==> src/rtl/dilex_pkg.sv <==
// Shared types, constants and character class helpers for the lexer.
// No dependencies.
`timescale 1ns / 1ps

package dilex_pkg;

  localparam int MANTISSA_BITS_DEF = 32;
  localparam int POSITION_BITS_DEF = 16;
  localparam int QUEUE_DEPTH_DEF   = 4;

  localparam int OUT_DATA_W = 80;

  localparam logic [7:0] CH_SPACE = 8'h20;
  localparam logic [7:0] CH_NL    = 8'h0a;
  localparam logic [7:0] CH_DOT   = 8'h2e;
  localparam logic [7:0] CH_STAR  = 8'h2a;
  localparam logic [7:0] CH_PLUS  = 8'h2b;
  localparam logic [7:0] CH_EOB   = 8'h00;

  typedef enum logic [2:0] {
    KIND_ERR  = 3'd0,
    KIND_NUM  = 3'd1,
    KIND_ID   = 3'd2,
    KIND_STAR = 3'd3,
    KIND_PLUS = 3'd4,
    KIND_END  = 3'd5
  } kind_e;

  typedef enum logic [2:0] {
    PH_IDLE = 3'd0,
    PH_INT  = 3'd1,
    PH_DOT  = 3'd2,
    PH_FRAC = 3'd3,
    PH_ID   = 3'd4
  } phase_e;

  typedef struct packed {
    kind_e       kind;
    logic [15:0] line;
    logic [15:0] start;
    logic [7:0]  len;
    logic [31:0] mant;
    logic [3:0]  frac;
  } token_t;

  // One lexer step: one or two tokens.
  typedef struct packed {
    logic   two;
    token_t tok0;
    token_t tok1;
  } entry_t;

  typedef struct packed {
    logic   valid;
    entry_t entry;
  } push_t;

  function automatic logic is_digit(input logic [7:0] c);
    return (c >= 8'h30) && (c <= 8'h39);
  endfunction

  function automatic logic is_lower(input logic [7:0] c);
    return (c >= 8'h61) && (c <= 8'h7a);
  endfunction

  function automatic logic is_upper(input logic [7:0] c);
    return (c >= 8'h41) && (c <= 8'h5a);
  endfunction

endpackage

==> src/rtl/dilex_front.sv <==
// Scanner front end: takes one byte, steps the token DFA, builds the
// result tokens of that byte. Depends on dilex_pkg.
`timescale 1ns / 1ps

module dilex_front #(
  parameter int MANTISSA_BITS = dilex_pkg::MANTISSA_BITS_DEF,
  parameter int POSITION_BITS = dilex_pkg::POSITION_BITS_DEF
) (
  input  logic             clk_i,
  input  logic             rst_ni,
  input  logic             byte_valid_i,
  input  logic [7:0]       byte_i,
  output logic             byte_ready_o,
  input  logic             full_i,
  output dilex_pkg::push_t push_o
);
  import dilex_pkg::*;

  localparam int MW = MANTISSA_BITS;
  localparam int PW = POSITION_BITS;

  phase_e        phase_q, phase_d;
  logic [PW-1:0] line_q, line_d;
  logic [PW-1:0] off_q, off_d;
  logic [PW-1:0] start_q, start_d;
  logic [7:0]    len_q, len_d;
  logic [MW-1:0] mant_q, mant_d;
  logic [3:0]    frac_q, frac_d;

  logic          accept;
  logic [MW+3:0] mant_ext;
  logic [MW-1:0] mant_next;
  logic [7:0]    len_grow;
  logic          restart;
  logic          end_seen;
  logic          e0_vld, f_vld;
  token_t        e0_tok, f_tok;
  logic [3:0]    dig;

  assign byte_ready_o = !full_i;
  assign accept       = byte_valid_i && !full_i;
  assign dig          = byte_i[3:0];

  // mant*10 + d, saturating when it no longer fits
  always_comb begin
    mant_ext  = {1'b0, mant_q, 3'b000} + {3'b000, mant_q, 1'b0} + (MW+4)'(dig);
    mant_next = (mant_ext[MW+3:MW] != 4'd0) ? {MW{1'b1}} : mant_ext[MW-1:0];
    len_grow  = (len_q == 8'hff) ? len_q : len_q + 8'd1;
  end

  always_comb begin
    phase_d  = phase_q;
    line_d   = line_q;
    off_d    = off_q + PW'(1);
    start_d  = start_q;
    len_d    = len_q;
    mant_d   = mant_q;
    frac_d   = frac_q;
    restart  = 1'b0;
    end_seen = 1'b0;
    e0_vld   = 1'b0;
    f_vld    = 1'b0;

    e0_tok       = '0;
    e0_tok.kind  = KIND_ERR;
    e0_tok.line  = 16'(line_q);
    e0_tok.start = 16'(start_q);
    e0_tok.len   = len_q;

    f_tok       = '0;
    f_tok.kind  = KIND_ERR;
    f_tok.line  = 16'(line_q);
    f_tok.start = 16'(off_q);
    f_tok.len   = 8'd1;

    unique case (phase_q)
      PH_INT: begin
        if (is_digit(byte_i)) begin
          mant_d = mant_next;
          len_d  = len_grow;
        end else if (byte_i == CH_DOT) begin
          len_d   = len_grow;
          phase_d = PH_DOT;
        end else begin
          e0_vld  = 1'b1;
          restart = 1'b1;
        end
      end
      PH_DOT: begin
        if (is_digit(byte_i)) begin
          mant_d  = mant_next;
          len_d   = len_grow;
          frac_d  = 4'd1;
          phase_d = PH_FRAC;
        end else begin
          e0_vld  = 1'b1;
          restart = 1'b1;
        end
      end
      PH_FRAC: begin
        if (is_digit(byte_i)) begin
          mant_d = mant_next;
          len_d  = len_grow;
          frac_d = (frac_q == 4'hf) ? frac_q : frac_q + 4'd1;
        end else if (is_lower(byte_i) || is_upper(byte_i)) begin
          e0_vld  = 1'b1;
          restart = 1'b1;
        end else begin
          e0_vld      = 1'b1;
          e0_tok.kind = KIND_NUM;
          e0_tok.mant = 32'(mant_q);
          e0_tok.frac = frac_q;
          restart     = 1'b1;
        end
      end
      PH_ID: begin
        if (is_lower(byte_i) || is_digit(byte_i)) begin
          len_d = len_grow;
        end else if (is_upper(byte_i)) begin
          e0_vld  = 1'b1;
          restart = 1'b1;
        end else begin
          e0_vld      = 1'b1;
          e0_tok.kind = KIND_ID;
          restart     = 1'b1;
        end
      end
      default: begin
        restart = 1'b1;
      end
    endcase

    // the byte opens a fresh token
    if (restart) begin
      phase_d = PH_IDLE;
      if (byte_i == CH_SPACE) begin
        f_vld = 1'b0;
      end else if (byte_i == CH_NL) begin
        if (line_q != {PW{1'b1}}) begin
          line_d = line_q + PW'(1);
        end
      end else if (byte_i == CH_EOB) begin
        f_vld      = 1'b1;
        f_tok.kind = KIND_END;
        f_tok.len  = 8'd0;
        end_seen   = 1'b1;
      end else if (is_digit(byte_i)) begin
        phase_d = PH_INT;
        start_d = off_q;
        len_d   = 8'd1;
        mant_d  = MW'(dig);
        frac_d  = 4'd0;
      end else if (is_lower(byte_i)) begin
        phase_d = PH_ID;
        start_d = off_q;
        len_d   = 8'd1;
        mant_d  = '0;
        frac_d  = 4'd0;
      end else if (byte_i == CH_STAR) begin
        f_vld      = 1'b1;
        f_tok.kind = KIND_STAR;
      end else if (byte_i == CH_PLUS) begin
        f_vld      = 1'b1;
        f_tok.kind = KIND_PLUS;
      end else begin
        f_vld = 1'b1;
      end
    end

    if (end_seen) begin
      line_d  = '0;
      off_d   = '0;
      start_d = '0;
      phase_d = PH_IDLE;
    end
  end

  always_comb begin
    push_o            = '0;
    push_o.valid      = accept && (e0_vld || f_vld);
    push_o.entry.two  = e0_vld && f_vld;
    push_o.entry.tok0 = e0_vld ? e0_tok : f_tok;
    push_o.entry.tok1 = f_tok;
  end

  always_ff @(posedge clk_i or negedge rst_ni) begin
    if (!rst_ni) begin
      phase_q <= PH_IDLE;
      line_q  <= '0;
      off_q   <= '0;
      start_q <= '0;
      len_q   <= '0;
      mant_q  <= '0;
      frac_q  <= '0;
    end else if (accept) begin
      phase_q <= phase_d;
      line_q  <= line_d;
      off_q   <= off_d;
      start_q <= start_d;
      len_q   <= len_d;
      mant_q  <= mant_d;
      frac_q  <= frac_d;
    end
  end

endmodule

==> src/rtl/dilex_fifo.sv <==
// Short queue of scanner steps between the front end and the emitter.
// Depends on dilex_pkg.
`timescale 1ns / 1ps

module dilex_fifo #(
  parameter int QUEUE_DEPTH = dilex_pkg::QUEUE_DEPTH_DEF
) (
  input  logic              clk_i,
  input  logic              rst_ni,
  input  dilex_pkg::push_t  push_i,
  output logic              full_o,
  output logic              head_valid_o,
  output dilex_pkg::entry_t head_o,
  input  logic              pop_i
);
  import dilex_pkg::*;

  localparam int PTR_W = (QUEUE_DEPTH > 1) ? $clog2(QUEUE_DEPTH) : 1;
  localparam int CNT_W = $clog2(QUEUE_DEPTH + 1);

  entry_t             store_q [QUEUE_DEPTH];
  logic [PTR_W-1:0]   wr_ptr_q, wr_ptr_d;
  logic [PTR_W-1:0]   rd_ptr_q, rd_ptr_d;
  logic [CNT_W-1:0]   count_q, count_d;
  logic               do_push, do_pop;

  assign full_o       = (count_q == CNT_W'(QUEUE_DEPTH));
  assign head_valid_o = (count_q != '0);
  assign head_o       = store_q[rd_ptr_q];
  assign do_push      = push_i.valid && !full_o;
  assign do_pop       = pop_i && head_valid_o;

  always_comb begin
    wr_ptr_d = wr_ptr_q;
    rd_ptr_d = rd_ptr_q;
    count_d  = count_q;
    if (do_push) begin
      wr_ptr_d = (wr_ptr_q == PTR_W'(QUEUE_DEPTH - 1)) ? '0 : wr_ptr_q + PTR_W'(1);
    end
    if (do_pop) begin
      rd_ptr_d = (rd_ptr_q == PTR_W'(QUEUE_DEPTH - 1)) ? '0 : rd_ptr_q + PTR_W'(1);
    end
    case ({do_push, do_pop})
      2'b10:   count_d = count_q + CNT_W'(1);
      2'b01:   count_d = count_q - CNT_W'(1);
      default: count_d = count_q;
    endcase
  end

  always_ff @(posedge clk_i) begin
    if (do_push) begin
      store_q[wr_ptr_q] <= push_i.entry;
    end
  end

  always_ff @(posedge clk_i or negedge rst_ni) begin
    if (!rst_ni) begin
      wr_ptr_q <= '0;
      rd_ptr_q <= '0;
      count_q  <= '0;
    end else begin
      wr_ptr_q <= wr_ptr_d;
      rd_ptr_q <= rd_ptr_d;
      count_q  <= count_d;
    end
  end

endmodule

==> src/rtl/dilex_back.sv <==
// Emitter: unpacks queued steps into single tokens held in the output
// register of the result stream. Depends on dilex_pkg.
`timescale 1ns / 1ps

module dilex_back (
  input  logic                               clk_i,
  input  logic                               rst_ni,
  input  logic                               head_valid_i,
  input  dilex_pkg::entry_t                  head_i,
  output logic                               pop_o,
  output logic                               m_axis_tvalid,
  input  logic                               m_axis_tready,
  output logic [dilex_pkg::OUT_DATA_W-1:0]   m_axis_tdata,
  output logic [2:0]                         m_axis_tuser,
  output logic                               m_axis_tlast
);
  import dilex_pkg::*;

  logic                  valid_q;
  logic [OUT_DATA_W-1:0] data_q, data_d;
  logic [2:0]            user_q, user_d;
  logic                  last_q, last_d;
  logic                  idx_q;
  logic                  load;
  token_t                tok;

  always_comb begin
    load   = head_valid_i && (!valid_q || m_axis_tready);
    tok    = idx_q ? head_i.tok1 : head_i.tok0;
    last_d = !head_i.two || idx_q;
    pop_o  = load && last_d;
    data_d = {4'b0000, tok.frac, tok.mant, tok.len, tok.start, tok.line};
    user_d = tok.kind;
  end

  always_ff @(posedge clk_i or negedge rst_ni) begin
    if (!rst_ni) begin
      valid_q <= 1'b0;
      idx_q   <= 1'b0;
    end else if (load) begin
      valid_q <= 1'b1;
      idx_q   <= !last_d;
    end else if (m_axis_tready) begin
      valid_q <= 1'b0;
    end
  end

  always_ff @(posedge clk_i) begin
    if (load) begin
      data_q <= data_d;
      user_q <= user_d;
      last_q <= last_d;
    end
  end

  assign m_axis_tvalid = valid_q;
  assign m_axis_tdata  = data_q;
  assign m_axis_tuser  = user_q;
  assign m_axis_tlast  = last_q;

endmodule

==> src/rtl/decimal_and_identifier_lexer.sv <==
// Decimal number and identifier lexer. One source byte is taken per clock
// while the step queue (QUEUE_DEPTH entries) has room; the token DFA and the
// times-ten mantissa update finish in that cycle. Results leave one per cycle,
// while m_axis_tready is high, from an output register; a byte that closes one
// token and is itself a one-byte token yields two results in turn. Byte 0 ends
// the buffer and clears line and offset.
// Top level: instantiates dilex_front, dilex_fifo and dilex_back; uses dilex_pkg.
`timescale 1ns / 1ps

module decimal_and_identifier_lexer #(
  parameter int MANTISSA_BITS = dilex_pkg::MANTISSA_BITS_DEF,
  parameter int POSITION_BITS = dilex_pkg::POSITION_BITS_DEF,
  parameter int QUEUE_DEPTH   = dilex_pkg::QUEUE_DEPTH_DEF
) (
  input  logic                             clk_i,
  input  logic                             rst_ni,
  input  logic                             s_axis_tvalid,
  output logic                             s_axis_tready,
  input  logic [7:0]                       s_axis_tdata,  // [7:0] source_byte
  output logic                             m_axis_tvalid,
  input  logic                             m_axis_tready,
  // [15:0] line_number, [31:16] start_offset, [39:32] token_length,
  // [71:40] number_mantissa, [75:72] fraction_digits
  output logic [dilex_pkg::OUT_DATA_W-1:0] m_axis_tdata,
  output logic [2:0]                       m_axis_tuser,  // [2:0] token_kind
  output logic                             m_axis_tlast   // last_of_run
);
  import dilex_pkg::*;

  push_t  push;
  logic   full;
  logic   head_valid;
  entry_t head;
  logic   pop;

  dilex_front #(
    .MANTISSA_BITS(MANTISSA_BITS),
    .POSITION_BITS(POSITION_BITS)
  ) u_front (
    .clk_i        (clk_i),
    .rst_ni       (rst_ni),
    .byte_valid_i (s_axis_tvalid),
    .byte_i       (s_axis_tdata),
    .byte_ready_o (s_axis_tready),
    .full_i       (full),
    .push_o       (push)
  );

  dilex_fifo #(
    .QUEUE_DEPTH(QUEUE_DEPTH)
  ) u_fifo (
    .clk_i        (clk_i),
    .rst_ni       (rst_ni),
    .push_i       (push),
    .full_o       (full),
    .head_valid_o (head_valid),
    .head_o       (head),
    .pop_i        (pop)
  );

  dilex_back u_back (
    .clk_i         (clk_i),
    .rst_ni        (rst_ni),
    .head_valid_i  (head_valid),
    .head_i        (head),
    .pop_o         (pop),
    .m_axis_tvalid (m_axis_tvalid),
    .m_axis_tready (m_axis_tready),
    .m_axis_tdata  (m_axis_tdata),
    .m_axis_tuser  (m_axis_tuser),
    .m_axis_tlast  (m_axis_tlast)
  );

endmodule

==> config.mk <==
export PLATFORM = sky130hd
export DESIGN_NAME = decimal_and_identifier_lexer
export DESIGN_NICKNAME = d
export VERILOG_FILES = /design/src/rtl/dilex_pkg.sv /design/src/rtl/dilex_front.sv /design/src/rtl/dilex_fifo.sv /design/src/rtl/dilex_back.sv /design/src/rtl/decimal_and_identifier_lexer.sv
export SDC_FILE = /design/constraint.sdc
export NUM_CORES = 1
export LEC_CHECK = 0
export ABC_AREA = 1
export BUFFER_PORTS_ARGS = -buffer_cell sky130_fd_sc_hd__buf_2
export CAP_MARGIN = 10
export CELL_PAD_IN_SITES_DETAIL_PLACEMENT = 1
export CELL_PAD_IN_SITES_GLOBAL_PLACEMENT = 1
export CORE_MARGIN = 4
export CORE_UTILIZATION = 40
export CTS_BUF_LIST = sky130_fd_sc_hd__clkbuf_8
export DETAILED_ROUTE_END_ITERATION = 8
export PLACE_DENSITY = 0.78
export SYNTH_ARGS = -nofsm -noshare
export SYNTH_HDL_FRONTEND = slang
export SYNTH_HIERARCHICAL = 1
export SYNTH_SLANG_ARGS = --single-unit
==> constraint.sdc <==
create_clock -name clk_i -period 10.7 [get_ports clk_i]
set_clock_uncertainty 0.1 [all_clocks]
set_input_delay 0.535 -clock clk_i [delete_from_list [all_inputs] [get_ports clk_i]]
set_output_delay 0.535 -clock clk_i [all_outputs]
set_load 0.05 [all_outputs]
==> impl_metrics.ini, run 1 <==
[run_status]
status = finished, violations left
violations = slew limit

[timing]
rsz0062_at_grt = false
slew_violations = 129
fin_tns_setup_ps = 0
setup_viol = 0
hold_slack_ps = 74.86
tightest_slew_ps = 1669
min_period_ps = 4958
max_slew_margin_pct = -11.29
hold_viol = 0
clock.fmax_mhz = 201.7
setup_ws_ps = 5742
fin_crit_sh_pct = 46.34

[floorplan]
coreArea_mm2 = 0.09501
rows = 113
io_pins = 98
die-area_mm2 = 0.1009
die_w_um = 317.6
initial_core_util_pct = 40.35
die_h_um = 317.6

[final_layout]
final_common_cell = nand2_1
seq_area_mm2 = 0.02411
mostFrequentLayoutCells = 1092 x nand2_1, 716 x edfxtp_1, 566 x inv_1
utilization_pct = 43.81
fillCellCount = 10560
final_layout_size_suffix_gt1_share_pct = 9.453
multiInputGateArea_mm2 = 0.01063
fin_nets = 3767
syn2layout_area_growth_pct = 8.587

[drt]
drt-initial-drc-count = 1922
wl_per_cell_um = 19.26
drc = 0
vias = 25740
via_per_inst = 5.094
drt_wl_total_mm = 97.32
drt_first_pass_iters = 7
antenna_left = 0

[logic_synthesis]
synth_largest_area_cell = edfxtp_1
synth_edf_count = 716
synth_fa_ha_area_share_pct = 2.539
synth-compound-area-share_pct = 9.416
synth_seq_cells = 820
synth_area_per_cell_um2 = 10.63
synth-simple-area-share_pct = 14.45
synthXorXnorAreaFrac_pct = 0.7768
synth_seq_area_share_pct = 62.88
synth.distinct_cells = 49
syn_area_mm2 = 0.03833
ys_top_cells_by_area = edfxtp_1 56%, nand2_1 11%, dfrtp_1 6.8%, o211ai_1 6.2%, inv_1 5.0%
yosys.area.top_type_share_pct = 56.09
synthCells = 3607
yosysWarnings = 6
synth_ff_type = edfxtp_1
synthMuxAreaShare_pct = 0
async_flop_share_pct = 12.68
synth_top_family_by_area = simple AND/OR/NAND/NOR gates

[critical_path]
crit_slowest_cell = buf_4
crit_path_start_kind = input port
slowest_delay_ps = 910
arrival_ps = 5240
crit_top_cell = nand2_1
end_kind = register
critPathMaxFanout = 64
worstSetupPathType = input port to register
cp.required_ps = 10980
crit_chain = dlygate4sd3_1, buf_2, nor2_1, nand4_1, nand2_1, inv_1, nand2_1, nand2_2, inv_1, nand2_1, nand2_1, buf_4, inv_1, nand2_1, nand2_1, inv_1, nand2_1, nor2_4, buf_4, buf_4

[flow_run]
maxCapViolations = 0

[cts]
cts_tree = done
cts_buffer_depth = 3
insertion_delay_ps = 790
post_cts_buffers = 0
root_buffer = clkbuf_8
clk_pin_slew_ps = 60
cts-buffers-inserted = 135
cts.sinks = 820
htreeDepth = 4

[min_path]
holdCritPathClass = input port to register

[power]
ir_drop_mv = 0.1977
p_per_area_mw_per_mm2 = 272.2
p_total_mw = 11.33
p_leak_nw = 17.43

[global_route]
grt_pass1_vias = 27620
antenna_found_initial = 4
grt_pass1_wl_mm = 153.4
grt.overflow.total = 0
track_usage_pct = 19.15
grt_max_degree = 283

[place]
port_buffers = 93
place_congestion = 0.8334
hpwlAfterDp_mm = 60.20
place_ws_ps = 5552
[where the power goes]
part / switching, mW / internal, mW / total [mW] / leakage, nW
Sequential: 0.327 / 4.42 / 4.74 / 7.97
Clock: 1.25 / 1.39 / 2.63 / 1.54
Combinational: 3.00 / 0.954 / 3.95 / 7.92
[state kept, by name, indices dropped and copies added (netlist names)]
signal	cells
u_fifo/count_q	3
u_back/m_axis_tdata	76
u_back/m_axis_tuser	3
u_front/off_q	16
u_back/m_axis_tlast	1
u_fifo/wr_ptr_q	2
u_front/phase_q	3
u_front/line_q	16
u_front/start_q	16
u_back/idx_q	1
u_front/mant_q	32
u_fifo/rd_ptr_q	2
u_back/m_axis_tvalid	1
u_front/len_q	8
u_fifo/store_q	636
u_front/frac_q	4
[final cells by class]
type	count	share of cell area, %
diodes	1	0.006012
clock buffers	150	4.960
clock inverters	95	1.232
inverters	524	4.749
multi-input cells	2075	25.55
flip-flops and latches	820	57.93
well taps	1265	3.802
repair buffers	123	1.773
[routing by layer]
metal  part of all wire (%)  GRT usage (%)  vias to the layer above
met4                    2.6          6.505                        6
met2                     49          32.28                      621
met5                  0.024              0                        -
met3                    5.7          4.248                      183
met1                     43          24.51                    12770
li1                       -              -                    12160
[cells by family (layout without fill, tap and decap cells)]
group	Yosys count	count (layout)
simple gates	1383	1383
flops	820	820
buf+inv	757	892
compound gates	535	535
fa+ha+maj	76	76
xor+xnor	34	34
other cells	2	48
[final timing paths]
kind | depth (start not counted) | end | slack, ps | start
setup / recovery | 20 | u_fifo/store_q[0][91] | 5740 | s_axis_tdata[0]
hold reg to reg | 2 | u_front/start_q[14] | 390 | u_front/start_q[14]
setup reg to reg | 14 | u_fifo/store_q[0][91] | 5890 | u_front/phase_q[2]
hold / removal | 3 | u_front/mant_q[3] | 70 | s_axis_tdata[3]
max in group asynchronous | 3 | u_front/mant_q[21] | 8870 | rst_ni
min in group asynchronous | 2 | u_front/off_q[14] | 240 | rst_ni
[cell usage after synthesis, drive strengths merged, types with 2 or more instances]
cell type,instances
o21ai,93
a31oi,5
fa,3
nand2,1107
xnor2,8
ha,73
clkinv,2
nand3,77
o211ai,319
nor3b,7
conb,2
nand3b,2
clkbuf,19
inv,522
a211oi,2
nor4,7
edfxtp,716
a21oi,79
o22ai,7
nand4,16
buf,214
dfrtp,104
o21bai,6
nor2,136
nor3,26
xor2,26
o31ai,21
or2,4
[critical path, delay by kind of cell]
family        cells  cell delay [ps]
buf+inv           9             3290
simple gates     11             1340
[through the flow]
stage,instance area (um^2),std cells
6_report,41630,5053
5_1_grt,41630,5053
4_1_cts,41620,5052
3_5_place_dp,39020,4804
3_3_place_gp,39020,4804
2_1_floorplan,38500,3652
[repair_timing]
action,CTS,global route
endpoints found under the hold margin,45,0
resized for setup,0,0
hold buffers,3,0
No activity file was read; power rests on OpenSTA's default activity.
==> run 2: changes to the inputs <==
--- a/config.mk
+++ b/config.mk
@@ -14,7 +14,7 @@
 export CORE_UTILIZATION = 40
 export CTS_BUF_LIST = sky130_fd_sc_hd__clkbuf_8
 export DETAILED_ROUTE_END_ITERATION = 8
-export PLACE_DENSITY = 0.78
+export PLACE_DENSITY = 0.8
 export SYNTH_ARGS = -nofsm -noshare
 export SYNTH_HDL_FRONTEND = slang
 export SYNTH_HIERARCHICAL = 1
==> constraint.sdc (replaced) <==
create_clock -name clk_i -period 4.1 [get_ports clk_i]
set_clock_uncertainty 0.1 [all_clocks]
set_input_delay 0.205 -clock clk_i [delete_from_list [all_inputs] [get_ports clk_i]]
set_output_delay 0.205 -clock clk_i [all_outputs]
set_load 0.05 [all_outputs]
==> run 2 against run 1 <==
Effect of this change:
- the run now ends clean
- combinational power grew to 2.7 times the previous value
- setup slack worse by 5700 ps
- count of clock-buffer cells in the layout fell by 3
- largest power group unchanged
==> impl_metrics.ini, run 2 (synthesis gave the netlist of run 1 again) <==
[run_status]
status = finished clean

[cts]
insertion_delay_ps = 810
htreeDepth = 4
cts_buffer_depth = 3
cts_tree = done
cts.sinks = 820
root_buffer = clkbuf_8
clk_pin_slew_ps = 60
cts-buffers-inserted = 133

[power]
ir_drop_mv = 0.8621
p_leak_nw = 17.66
p_per_area_mw_per_mm2 = 712.2
p_total_mw = 30.13

[global_route]
grt.overflow.total = 0
grt_pass1_wl_mm = 156.2
grt_max_degree = 253
track_usage_pct = 19.60
antenna_found_initial = 5
grt_pass1_vias = 28090

[final_layout]
regMostFlops = u_fifo/store_q
syn2layout_area_growth_pct = 10.34
fillCellCount = 10460
stdcell_count = 5089
mostFrequentLayoutCells = 1088 x nand2_1, 716 x edfxtp_1, 553 x inv_1
postLayoutCellArea_mm2 = 0.04230
multiInputGateArea_mm2 = 0.01069
seq_area_mm2 = 0.02411
largest_register_ffs = 636
final_layout_size_suffix_gt1_share_pct = 10.26
final_common_cell = nand2_1
fin_nets = 3800

[floorplan]
die_h_um = 317.6
coreArea_mm2 = 0.09501
die_w_um = 317.6
rows = 113
die-area_mm2 = 0.1009
initial_core_util_pct = 40.35
io_pins = 98

[timing]
fin_crit_sh_pct = 98.32
setup_viol = 0
slew_violations = 0
max_slew_margin_pct = 24.31
min_period_ps = 4031
tightest_slew_ps = 1135
hold_viol = 0
rsz0062_at_grt = true
setup_ws_ps = 69.07
hold_slack_ps = 161.9
clock.fmax_mhz = 248.1

[place]
hpwlAfterDp_mm = 62.81
dp_cells = 4814
place_congestion = 0.8730
place_area_mm2 = 0.03935
place_ws_ps = 604.0
port_buffers = 93

[drt]
drc = 0
wl_per_cell_um = 19.70
via_per_inst = 5.121
antenna_left = 0
drt_wl_total_mm = 100.3
drt-initial-drc-count = 1875
vias = 26060
drt_first_pass_iters = 5

[critical_path]
end_kind = register
arrival_ps = 4600
reg2reg_depth = 20
worstSetupPathType = input port to register
cp.required_ps = 4670
crit_path_start_kind = input port
critPathMaxFanout = 35

[min_path]
holdCritPathClass = input port to register
hold_depth = 6

[flow_run]
maxCapViolations = 0
[run 2: cell count changes in the layout (fill, tap and decap cells not counted), moves of 4 or more]
cell,before,now
buf_12,3,19
diode_2,1,5
dlygate4sd3_1,3,18
inv_1,566,553
inv_2,9,13
nand2_1,1092,1088
[run 2: through the flow]
stage	setup TNS, ps	util [%]
finish	0	44.52
CTS	0	44.40
floorplan	-61730	-
detailed placement	0	41.41
global placement	0	41.41
global route	-163.9	44.52
[run 2: final cells by class]
cell class / instances / share of cell area [%]
Sequential cell: 820 / 57.01
Inverter: 524 / 4.709
Clock inverter: 95 / 1.429
Multi-Input combinational cell: 2075 / 25.28
Timing Repair Buffer: 158 / 3.023
Antenna cell: 5 / 0.02958
Tap cell: 1265 / 3.742
Clock buffer: 147 / 4.783
[run 2: worst paths after layout]
check,start,end,slack (ps)
worst max-delay path,s_axis_tdata[5],u_front/mant_q[3],70
worst min-delay path,s_axis_tdata[6],u_fifo/store_q[3][156],160
worst max register to register,u_front/mant_q[0],u_front/mant_q[3],270
worst min register to register,u_front/start_q[12],u_front/start_q[12],390
max in group asynchronous,rst_ni,u_back/idx_q,2880
min in group asynchronous,rst_ni,u_fifo/count_q[2],480
[run 2: worst max-delay path, stage by stage]
cell and delay, ps:
dlygate4sd3_1 560, buf_2 160, nand2_1 70, dlygate4sd3_1 580, clkinv_1 120, nand2_2 70, dlygate4sd3_1 590, nor2_4 70
inv_2 120, nand2_1 100, nand2_2 120, nand4_1 250, nand2_2 710, a21oi_1 80, nand2_1 120, nand3_1 70
dlygate4sd3_1 570
[run 2: routing by layer]
layer  GRT usage [%]  vias to the layer above  share of wire [%]
li1                -                    12240                  -
met1           24.79                    13030                 43
met2           33.45                      587                 49
met3           3.670                      202                4.8
met4           7.604                        2                3.4
met5               0                        -              0.016
[run 2: report_power, final]
part / internal, mW / switching (mW) / total (mW)
clock: 3.75 / 3.30 / 7.05
sequential: 11.5 / 0.938 / 12.4
combinational: 2.67 / 7.97 / 10.6
total: 17.9 / 12.2 / 30.1
[run 2: repair_timing]
action | 4_1_cts | 5_1_grt
gates resized for setup | 0 | 2
endpoints found under the setup margin | 0 | 477
hold buffers | 19 | 0
hold endpoints to repair | 148 | 0
buffers inserted | 0 | 9
